[config.mk]
export PLATFORM = sky130hd
export DESIGN_NAME = printf_spec_field_parser_top
export DESIGN_NICKNAME = d
export VERILOG_FILES = /design/src/rtl/core/pfsp_pkg.sv /design/src/rtl/core/pfsp_step.sv /design/src/rtl/core/pfsp_skid.sv /design/src/rtl/core/printf_spec_field_parser_top.sv
export SDC_FILE = /design/constraint.sdc
export NUM_CORES = 1
export LEC_CHECK = 0
export BUFFER_PORTS_ARGS = -buffer_cell sky130_fd_sc_hd__buf_2
export CORE_UTILIZATION = 43
export DETAILED_ROUTE_END_ITERATION = 10
export PLACE_DENSITY = 0.59
export SLEW_MARGIN = 20
export SYNTH_ARGS = -nofsm -noshare
export SYNTH_HDL_FRONTEND = slang
export SYNTH_HIERARCHICAL = 1
export SYNTH_SLANG_ARGS = --single-unit
[constraint.sdc]
create_clock -name i_clk -period 7.6 [get_ports i_clk]
set_input_delay 2.28 -clock i_clk [delete_from_list [all_inputs] [get_ports i_clk]]
set_output_delay 2.28 -clock i_clk [all_outputs]
set_load 0.01 [all_outputs]
[src/rtl/core/pfsp_pkg.sv]
// Shared types, character codes and helpers of the printf spec field parser.
// No dependencies; every other file in rtl/core imports this package.
package pfsp_pkg;

    // Default cap on the spec length that the consumed count tracks
    localparam int unsigned MAX_SPEC_LEN_DEF = 255;

    localparam logic [30:0] SAT31 = 31'h7FFF_FFFF;

    // Characters of interest
    localparam logic [7:0] CH_MINUS   = 8'h2D;
    localparam logic [7:0] CH_PLUS    = 8'h2B;
    localparam logic [7:0] CH_SPACE   = 8'h20;
    localparam logic [7:0] CH_HASH    = 8'h23;
    localparam logic [7:0] CH_ZERO    = 8'h30;
    localparam logic [7:0] CH_NINE    = 8'h39;
    localparam logic [7:0] CH_STAR    = 8'h2A;
    localparam logic [7:0] CH_DOT     = 8'h2E;
    localparam logic [7:0] CH_L_LOWER = 8'h6C;
    localparam logic [7:0] CH_L_UPPER = 8'h4C;
    localparam logic [7:0] CH_H_LOWER = 8'h68;

    // Length modifier codes
    localparam logic [2:0] LEN_NONE  = 3'd0;
    localparam logic [2:0] LEN_L     = 3'd1;
    localparam logic [2:0] LEN_LL    = 3'd2;
    localparam logic [2:0] LEN_BIG_L = 3'd3;
    localparam logic [2:0] LEN_H     = 3'd4;
    localparam logic [2:0] LEN_HH    = 3'd5;

    // Bit positions in the flag set
    localparam int FB_MINUS = 0;
    localparam int FB_PLUS  = 1;
    localparam int FB_SPACE = 2;
    localparam int FB_HASH  = 3;
    localparam int FB_ZERO  = 4;

    typedef enum logic [2:0] {
        PH_FLAGS      = 3'd0,
        PH_AFTER_STAR = 3'd1,
        PH_WIDTH_DIG  = 3'd2,
        PH_PREC_DOT   = 3'd3,
        PH_PREC_DIG   = 3'd4,
        PH_LEN_START  = 3'd5,
        PH_LEN_PEEK   = 3'd6,
        PH_DONE       = 3'd7
    } t_phase;

    typedef struct packed {
        t_phase      phase;
        logic [4:0]  flag_bits;
        logic [30:0] width_acc;
        logic [31:0] precision_acc;
        logic        precision_seen;
        logic [7:0]  char_count;
        logic [2:0]  pending_length;
        logic        star_neg;
    } t_state;

    typedef struct packed {
        logic [7:0]         ch;
        logic signed [31:0] star_value;
        logic               first;
    } t_in_item;

    typedef struct packed {
        logic               done_res;
        logic [7:0]         consumed;
        logic               left_align;
        logic               force_plus;
        logic               space_sign;
        logic               alternate_form;
        logic               zero_pad;
        logic [30:0]        field_width;
        logic signed [31:0] precision_value;
        logic               precision_given;
        logic [2:0]         length_code;
    } t_out_item;

    function automatic t_state f_state_reset();
        t_state s;
        s                = '0;
        s.phase          = PH_FLAGS;
        return s;
    endfunction

    // acc * 10 + digit, saturated to 31 bits
    function automatic logic [30:0] f_acc_digit(logic [30:0] acc, logic [7:0] c);
        logic [34:0] v;
        v = {1'b0, acc, 3'b000} + {3'b000, acc, 1'b0} + {31'd0, c[3:0]};
        return (v > {4'd0, SAT31}) ? SAT31 : v[30:0];
    endfunction

endpackage

[src/rtl/core/pfsp_step.sv]
// Next-state logic of the spec parser: one character against the current phase.
// Depends on pfsp_pkg for the state type, character codes and digit helper.
module pfsp_step
    import pfsp_pkg::*;
#(
    parameter int unsigned MAX_SPEC_LEN = MAX_SPEC_LEN_DEF
) (
    input  t_state   i_state,
    input  t_in_item i_item,
    output t_state   o_state
);

    localparam logic [7:0] CountCap = (MAX_SPEC_LEN < 255) ? 8'(MAX_SPEC_LEN) : 8'd255;

    function automatic t_state f_count(t_state s);
        t_state r;
        r = s;
        if (r.char_count < CountCap) begin
            r.char_count = r.char_count + 8'd1;
        end
        return r;
    endfunction

    function automatic t_state f_len_start(t_state s, logic [7:0] c);
        t_state r;
        r = s;
        if (c == CH_L_LOWER) begin
            r.pending_length = LEN_L;
            r.phase          = PH_LEN_PEEK;
        end else if (c == CH_H_LOWER) begin
            r.pending_length = LEN_H;
            r.phase          = PH_LEN_PEEK;
        end else begin
            r.pending_length = (c == CH_L_UPPER) ? LEN_BIG_L : LEN_NONE;
            r.phase          = PH_DONE;
        end
        return r;
    endfunction

    function automatic t_state f_prec_start(t_state s, logic [7:0] c);
        t_state r;
        r = s;
        if (c == CH_DOT) begin
            r.precision_seen = 1'b1;
            r.precision_acc  = '0;
            r                = f_count(r);
            r.phase          = PH_PREC_DOT;
        end else begin
            r = f_len_start(r, c);
        end
        return r;
    endfunction

    function automatic t_state f_width_start(t_state s, logic [7:0] c, logic [31:0] star);
        t_state      r;
        logic [31:0] mag;
        r   = s;
        mag = (~star) + 32'd1;
        if (c == CH_STAR) begin
            if (star[31]) begin
                r.width_acc = mag[31] ? SAT31 : mag[30:0];
                r.star_neg  = 1'b1;
            end else begin
                r.width_acc = star[30:0];
                r.star_neg  = 1'b0;
            end
            r       = f_count(r);
            r.phase = PH_AFTER_STAR;
        end else if (c inside {[CH_ZERO:CH_NINE]}) begin
            r.width_acc = f_acc_digit('0, c);
            r           = f_count(r);
            r.phase     = PH_WIDTH_DIG;
        end else begin
            r = f_prec_start(r, c);
        end
        return r;
    endfunction

    t_state      base;
    t_state      nxt;
    logic [7:0]  c;
    logic [31:0] star;
    logic        is_dig;

    always_comb begin
        base   = i_item.first ? f_state_reset() : i_state;
        c      = i_item.ch;
        star   = i_item.star_value;
        is_dig = c inside {[CH_ZERO:CH_NINE]};
        nxt    = base;
        case (base.phase)
            PH_FLAGS: begin
                if (c == CH_MINUS) begin
                    nxt.flag_bits[FB_MINUS] = 1'b1;
                    nxt = f_count(nxt);
                end else if (c == CH_PLUS) begin
                    nxt.flag_bits[FB_PLUS] = 1'b1;
                    nxt = f_count(nxt);
                end else if (c == CH_SPACE) begin
                    nxt.flag_bits[FB_SPACE] = 1'b1;
                    nxt = f_count(nxt);
                end else if (c == CH_HASH) begin
                    nxt.flag_bits[FB_HASH] = 1'b1;
                    nxt = f_count(nxt);
                end else if (c == CH_ZERO) begin
                    nxt.flag_bits[FB_ZERO] = 1'b1;
                    nxt = f_count(nxt);
                end else begin
                    nxt = f_width_start(base, c, star);
                end
            end
            PH_AFTER_STAR: begin
                if (is_dig) begin
                    nxt.star_neg  = 1'b0;
                    nxt.width_acc = f_acc_digit('0, c);
                    nxt           = f_count(nxt);
                    nxt.phase     = PH_WIDTH_DIG;
                end else begin
                    if (base.star_neg) begin
                        nxt.flag_bits[FB_MINUS] = 1'b1;
                    end
                    nxt.star_neg = 1'b0;
                    nxt          = f_prec_start(nxt, c);
                end
            end
            PH_WIDTH_DIG: begin
                if (is_dig) begin
                    nxt.width_acc = f_acc_digit(base.width_acc, c);
                    nxt           = f_count(nxt);
                end else begin
                    nxt = f_prec_start(base, c);
                end
            end
            PH_PREC_DOT: begin
                if (c == CH_STAR) begin
                    nxt.precision_acc = star;
                    nxt               = f_count(nxt);
                    nxt.phase         = PH_LEN_START;
                end else if (is_dig) begin
                    nxt.precision_acc = {1'b0, f_acc_digit('0, c)};
                    nxt               = f_count(nxt);
                    nxt.phase         = PH_PREC_DIG;
                end else begin
                    nxt.precision_acc = '0;
                    nxt               = f_len_start(nxt, c);
                end
            end
            PH_PREC_DIG: begin
                if (is_dig) begin
                    // accumulator stays below 2^31 in this phase
                    nxt.precision_acc = {1'b0, f_acc_digit(base.precision_acc[30:0], c)};
                    nxt               = f_count(nxt);
                end else begin
                    nxt = f_len_start(base, c);
                end
            end
            PH_LEN_START: begin
                nxt = f_len_start(base, c);
            end
            PH_LEN_PEEK: begin
                if (base.pending_length == LEN_L && c == CH_L_LOWER) begin
                    nxt.pending_length = LEN_LL;
                end else if (base.pending_length == LEN_H && c == CH_H_LOWER) begin
                    nxt.pending_length = LEN_HH;
                end
                nxt.phase = PH_DONE;
            end
            default: begin
                nxt = base;
            end
        endcase
        o_state = nxt;
    end

endmodule

[src/rtl/core/pfsp_skid.sv]
// Output register with one skid entry for the parser's result beats.
// Depends on pfsp_pkg for the result item type.
module pfsp_skid
    import pfsp_pkg::*;
(
    input  logic      i_clk,
    input  logic      i_rst_n,
    input  logic      i_push,
    input  t_out_item i_item,
    output logic      o_full,
    output logic      o_out_valid,
    input  logic      i_out_stall,
    output t_out_item o_out_item
);

    logic      r_out_valid;
    logic      n_out_valid;
    t_out_item r_out;
    t_out_item n_out;
    logic      r_skid_valid;
    logic      n_skid_valid;
    t_out_item r_skid;
    t_out_item n_skid;

    always_comb begin
        n_out_valid  = r_out_valid;
        n_out        = r_out;
        n_skid_valid = r_skid_valid;
        n_skid       = r_skid;
        if (!r_out_valid || !i_out_stall) begin
            // output slot frees up: drain skid first, else take the new beat
            if (r_skid_valid) begin
                n_out        = r_skid;
                n_out_valid  = 1'b1;
                n_skid_valid = 1'b0;
            end else begin
                n_out       = i_item;
                n_out_valid = i_push;
            end
        end else if (i_push) begin
            n_skid       = i_item;
            n_skid_valid = 1'b1;
        end
    end

    always_ff @(posedge i_clk) begin
        if (!i_rst_n) begin
            r_out_valid  <= 1'b0;
            r_skid_valid <= 1'b0;
        end else begin
            r_out_valid  <= n_out_valid;
            r_skid_valid <= n_skid_valid;
        end
        r_out  <= n_out;
        r_skid <= n_skid;
    end

    assign o_full      = r_skid_valid;
    assign o_out_valid = r_out_valid;
    assign o_out_item  = r_out;

endmodule

[src/rtl/core/printf_spec_field_parser_top.sv]
// printf conversion spec field parser: one character per input beat, one result beat
// out for each. Input channel: i_in_valid / o_in_stall carrying t_in_item (ch,
// star_value, first). Output channel: o_out_valid / i_out_stall carrying t_out_item.
// A beat is moved at a rising edge where valid is high and stall is low.
//
// Each result beat is registered in the output register, or in the skid entry when
// the receiver stalls. Throughput: one character per cycle while o_in_stall is low;
// the parse state updates as the character is taken, by one pass of the phase logic.
//
// Set first on the opening character of a spec to clear the parsed state. After
// the spec ends (done_res set) further characters without first repeat the final
// result. Parsing starts from the flags phase after reset even without first.
//
// Reset (synchronous, active low) returns the parser to the flags phase and
// empties the output register and skid entry. When the receiver stalls, the
// output beat holds; one more character is still taken into the skid entry, and
// o_in_stall rises only while that entry is occupied.
// Depends on pfsp_pkg, pfsp_step and pfsp_skid.
module printf_spec_field_parser_top
    import pfsp_pkg::*;
#(
    parameter int unsigned MAX_SPEC_LEN = MAX_SPEC_LEN_DEF
) (
    input  logic      i_clk,
    input  logic      i_rst_n,
    input  logic      i_in_valid,
    output logic      o_in_stall,
    input  t_in_item  i_in_item,
    output logic      o_out_valid,
    input  logic      i_out_stall,
    output t_out_item o_out_item
);

    t_state    r_state;
    t_state    n_state;
    t_out_item res_item;
    logic      in_accept;
    logic      skid_full;

    assign o_in_stall = skid_full;
    assign in_accept  = i_in_valid && !skid_full;

    // Phase logic: current state plus this character gives the next state
    pfsp_step #(
        .MAX_SPEC_LEN (MAX_SPEC_LEN)
    ) u_step (
        .i_state (r_state),
        .i_item  (i_in_item),
        .o_state (n_state)
    );

    // Advance the parse state only on an accepted beat
    always_ff @(posedge i_clk) begin
        if (!i_rst_n) begin
            r_state <= f_state_reset();
        end else if (in_accept) begin
            r_state <= n_state;
        end
    end

    // Result fields come straight from the updated state; a pending negative
    // star width is not yet folded into left_align
    always_comb begin
        res_item.done_res        = (n_state.phase == PH_DONE);
        res_item.consumed        = n_state.char_count;
        res_item.left_align      = n_state.flag_bits[FB_MINUS];
        res_item.force_plus      = n_state.flag_bits[FB_PLUS];
        res_item.space_sign      = n_state.flag_bits[FB_SPACE];
        res_item.alternate_form  = n_state.flag_bits[FB_HASH];
        res_item.zero_pad        = n_state.flag_bits[FB_ZERO];
        res_item.field_width     = n_state.width_acc;
        res_item.precision_value = n_state.precision_acc;
        res_item.precision_given = n_state.precision_seen;
        res_item.length_code     = n_state.pending_length;
    end

    // Hold the result beat; the skid entry absorbs one beat during a stall
    pfsp_skid u_skid (
        .i_clk       (i_clk),
        .i_rst_n     (i_rst_n),
        .i_push      (in_accept),
        .i_item      (res_item),
        .o_full      (skid_full),
        .o_out_valid (o_out_valid),
        .i_out_stall (i_out_stall),
        .o_out_item  (o_out_item)
    );

endmodule

* Word-level counts from Yosys, hierarchy flattened
Index checks and enable logic that the tools add are counted.
Widths: inputs -> output; s select.
** Storage, ports and cells
- Bits in registers :: 248
- Latch bits :: 0
- Memory bits (writable) :: 0
- Bits in read-only memories :: 0
- Input bits :: 45
- Output and inout port bits :: 83
- Word-level logic and storage cells :: 113
- Memories :: 0
** Cells by class
- $add $sub $neg :: 6
- Multipliers :: 0
- Div/mod/pow operators :: 0
- $lt $le $gt $ge :: 6
- Eq/ne operators :: 19
- Shift operators :: 0
- Mux-type cells :: 36
- Bitwise gates (word level) :: 3
- Reductions and logical operators :: 11
** Operator list (count)
- $mux 84 :: 15
- $pmux 77 s5 :: 1
- $mux 31 :: 5
- $mux 81 :: 1
- $add 34x32->35 :: 2
- $add 35x4->35 :: 2
- $gt 35x31->1 const B :: 2
- $eq 8x6->1 const B :: 7
- $pmux 3 s7 :: 2
- $add 32x1->32 const B :: 1
- $not 32->32 :: 1
- $gt 4x31->1 const B :: 1
- $eq 8x7->1 const B :: 3
- $eq 3x3->1 const B :: 5
- $mux 3 :: 5
- $add 8x1->8 const B :: 1
- $ge 8x6->1 const B :: 1
- $le 8x6->1 const B :: 1
- $lt 8x8->1 const B :: 1
- $mux 8 :: 1
- $eq 3x1->1 const B :: 2
- $eq 3x2->1 const B :: 2
- $pmux 1 s5 :: 1
- $logic_and 1x1->1 :: 4
- 8 further kinds :: 14

* Longest topological paths before layout
- Depth after elaboration :: 15
- Depth in mapped cells :: 21
- Depth with buffers taken out :: 16

* By module
The synthesis kept the hierarchy.
** Modules (own cells, without submodules)
- pfsp_step :: instances 1, cells each 1345, area an instance 8787.2 um^2, seq. area each 0.0 um^2
- pfsp_skid :: instances 1, cells each 259, area an instance 6321.1 um^2, seq. area each 4904.7 um^2
- printf_spec_field_parser_top :: instances 1, cells each 367, area an instance 3369.5 um^2, seq. area each 1681.6 um^2

* Least setup slack after synthesis
No wires, ideal clock.
- Kind :: input-to-reg
- Start :: in i_in_item[0] (netlist bit)
- End :: reg u_skid.r_out, in the netlist u_skid/o_out_item[22], data pin
- Library setup time :: 0.260 ns
- Arrival :: 6.520 ns
- Data required time :: 7.340 ns
- Slack :: 0.820 ns
- Cell stages on the path :: 19
- Buffers on the path :: 6
- Cell sequence :: clkbuf_1 > clkbuf_1 > buf_1 > clkbuf_1 > clkbuf_1 > nor2_1 > ha_1 > ha_1 > nand4_1 > nor4_1 > nor2b_1 > a211o_1 > a41oi_1 > xnor2_1 > a2111o_1 > buf_2 > o221ai_1 > nand2_1 > mux2_4
** RTL lines
- from (decl) :: RTL line printf_spec_field_parser_top.sv:28 : input t_in_item i_in_item,
- to (signal assigned) :: RTL line pfsp_skid.sv:54 : r_out <= n_out;
- to (decl) :: RTL line pfsp_skid.sv:18 : t_out_item r_out;

==> results_dict.tcl <==
set metrics [dict create \
    run_status "completed" \
    rr_startpoint "r_state[47]" \
    syn-num-nets 2142 \
    post-route-drc-count 0 \
    combPwrFrac_pct 11.1 \
    grt_max_degree 108 \
    yosys_most_used_dff "edfxtp_1" \
    netlist_area_sq_mm 0.0185 \
    final_nets 2223 \
    hpwl_microns 41900 \
    fmax_ghz 0.151 \
    grt.total_usage_pct 25.6 \
    ctsHoldBuffers 0 \
    die_w_microns 209 \
    worstSetupStartpointType "input pin" \
    maxCapViolations 0 \
    htree_levels 1 \
    grt_overflow 0 \
    hold_viol 0 \
    totalWireLength_microns 57200 \
    r2r_slack_ps 2840 \
    worst_slew_pin_slew_ps 1110 \
    grt_pass1_wl_microns 88200 \
    min_period_ps 6630 \
    drv_slew 0 \
    cts.sinks 248 \
    pin_count 128 \
    yosysWarnings 6 \
    synth_top_cell_area_share_pct 26.3 \
    clockPowerShare_pct 42.4 \
    antenna_found_initial 5 \
    worstPathMaxFanout 42 \
    portBuffers 127 \
    synth-edff-count 162 \
    num_rows 75 \
    netlist_top_cells_area "edfxtp_1 (26%), dfxtp_1 (9.3%), ha_1 (8.4%)" \
    power.switching_mw 0.842 \
    worstPathArrival_ps 6940 \
    worstSetupPathType "input pin to register" \
    p_per_area_mw_per_mm2 157 \
    cts.repair.resized 0 \
    hp-start "r_state[39]" \
    avgRoutedWirePerCell_microns 21.9 \
    die_area_sq_mm 0.0438 \
    clock-root-buffer "clkbuf_16" \
    rsz0062_at_grt "false" \
    vias 15870 \
    worstSkewPairLatency_ps 560 \
    cts_tree "done" \
    final_cell_area_sq_mm 0.0204 \
    core_area_sq_mm 0.0421 \
    cts_buffer_depth 3 \
    swShare_pct 26.2 \
    cellInternalPower_mw 2.37 \
    cts_setup_buffers 0 \
    end_kind "register" \
    path_clk_slew_ps 60 \
    startpoint "i_in_item[0]" \
    drive_above_1_share_pct 16.3 \
    slew_headroom_pct 25.3 \
    vias_per_cell 6.07 \
    synth-seq-cells 248 \
    seqPwrFrac_pct 46.5 \
    numCtsBuffers 29 \
    syn_inst 1971 \
    placed_area_sq_mm 0.0195 \
    fill_cells 3980 \
    synth.avg_cell_area_sq_um 9.37 \
    grt_pass1_vias 14964 \
    initial_utilization_pct 43.9 \
    total_leakage_power_nw 8.79 \
    first_pass_iters 6 \
    cp_data_required_time_ps 7910 \
    synth_cell_types 92 \
    fin_skew_ps 17.2 \
    irDropWorstVdd_v 0.000164 \
    async_flop_share_pct 0 \
    fp.dieH_microns 209 \
    fin_crit_sh_pct 87.2 \
    syn_to_final_growth_pct 10.4 \
    detail_route.iter0.violations 1348 \
    gp_congestion 0.970 \
    setup-violations-final 0 \
    ys_seq_area_share_pct 35.6 \
    setup-tns-final_ps 0 \
    hold_path_class "register to register" \
    yosysTopAreaCell "edfxtp_1" \
    antenna_left 0 \
]
==> sequential cells by signal (all words and copies together) (netlist names) <==
| signal | cells |
|---|---|
| u_skid/o_out_item | 81 |
| u_skid/o_full | 1 |
| r_state | 84 |
| u_skid/o_out_valid | 1 |
| u_skid/r_skid | 81 |
==> critical path: stages <==
cell      delay, ps
buf_4           260
buf_4           290
nor2b_1         360
ha_1            320
ha_1            340
o211ai_1        200
o21ai_0         210
o211ai_1        430
a21oi_1         200
a2111o_1        400
a221oi_1        270
nand3_1         210
buf_4           210
o31ai_1         400
a22oi_1         200
mux2_4          300
==> power by group through the flow <==
stage / clock network [mW] / logic [mW] / registers, mW
2_1_floorplan: 0 / 0.208 / 1.53
3_3_place_gp: 0 / 0.350 / 1.52
3_5_place_dp: 0 / 0.352 / 1.52
4_1_cts: 1.41 / 0.353 / 1.49
5_1_grt: 1.45 / 0.379 / 1.50
6_report: 1.36 / 0.358 / 1.49
==> worst paths after layout <==
path         cells past startpoint                     to
min reg2reg                      2            r_state[39]
max reg2reg                     14  u_skid/o_out_item[36]
min                              2            r_state[39]
max                             16  u_skid/o_out_item[36]
==> layout make-up <==
class	count	area, sq um	share of cell area (%)
Multi-Input combinational cell	1573	11100	54.5
Tap cell	539	674	3.31
Inverter	32	120	0.589
Antenna cell	2	5.00	0.0245
Clock buffer	37	807	3.96
Timing Repair Buffer	168	965	4.73
Clock inverter	15	120	0.589
Sequential cell	248	6590	32.3
==> cell usage in the layout (no fill, tap or decap), types with 9 or more instances in the layout <==
| cell | n |
|---|---|
| clkbuf_16 | 30 |
| nor2b_1 | 76 |
| nand4_1 | 15 |
| mux2i_1 | 88 |
| ha_1 | 124 |
| a211oi_1 | 19 |
| a221oi_1 | 10 |
| o21ai_0 | 102 |
| a31oi_1 | 16 |
| nand2b_1 | 23 |
| inv_1 | 32 |
| and2_1 | 14 |
| o21ai_1 | 10 |
| buf_4 | 41 |
| nand3_1 | 31 |
| xor2_1 | 48 |
| o221ai_1 | 37 |
| o21bai_1 | 11 |
| o21a_1 | 11 |
| and3_1 | 12 |
| mux2_4 | 79 |
| edfxtp_1 | 162 |
| nor2_1 | 95 |
| or3_1 | 9 |
| xnor2_1 | 40 |
| or2_2 | 10 |
| buf_2 | 125 |
| nor3_1 | 25 |
| o22ai_1 | 14 |
| o211ai_1 | 17 |
| a21oi_1 | 118 |
| a22oi_1 | 33 |
| nand2_1 | 330 |
| dfxtp_1 | 85 |
| o31ai_1 | 14 |
| a21o_1 | 26 |
==> logic make-up (layout without fill, tap and decap cells) <==
group | count (synthesis) | in the layout | share of synthesized area [%]
and+or+nand+nor | 681 | 681 | 17.4
AOI/OAI and AO/OA | 509 | 509 | 18.4
DFF | 248 | 248 | 35.6
muxes | 169 | 169 | 11.3
buffers and inverters | 150 | 252 | 4.39
adders and majority gates | 126 | 126 | 8.61
xor gates and xnor gates | 88 | 88 | 4.17
other | 0 | 2 | 0
==> metrics by stage <==
stage                     std cells  setup slack (ps)  hold WS (ps)  total power [mW]  utilization (%)
final                          2614               972           450              3.21             48.4
after global routing           2613               793           471              3.32             48.4
after CTS                      2612              1190           453              3.25             48.4
after detailed placement       2560               630           444              1.87             46.2
after global placement         2560               569           439              1.87             46.2
after floorplan                1971               820           430              1.73                -
==> synthesized netlist by cell type, types with 10 or more instances <==
cell type  instances
a31oi_1           16
a21o_1            26
nand4_1           15
o22ai_1           14
a211oi_1          19
ha_1             124
nor2b_1           76
o211ai_1          17
and3_1            13
inv_1             32
a221oi_1          10
nor3_1            25
buf_2             20
xnor2_1           40
or2_2             10
mux2_4            79
dfxtp_1           86
nand2_1          331
clkbuf_1          68
o21bai_1          11
a21oi_1          118
nand3_1           31
xor2_1            48
o21a_1            11
nor2_1            98
mux2i_1           88
a22oi_1           33
o221ai_1          37
o31ai_1           15
and2_1            14
nand2b_1          23
o21ai_0          102
edfxtp_1         162
o21ai_1           10
==> layer usage <==
| layer | track usage, % | share of wire [%] | routed length [microns] |
|---|---|---|---|
| met1 | 34.8 | 44 | 25100 |
| met3 | 4.10 | 7.0 | 3990 |
| met2 | 41.6 | 46 | 26300 |
| met5 | 0 | 0.068 | 39 |
| met4 | 7.71 | 2.9 | 1670 |
(Power assumes the default switching activity.)
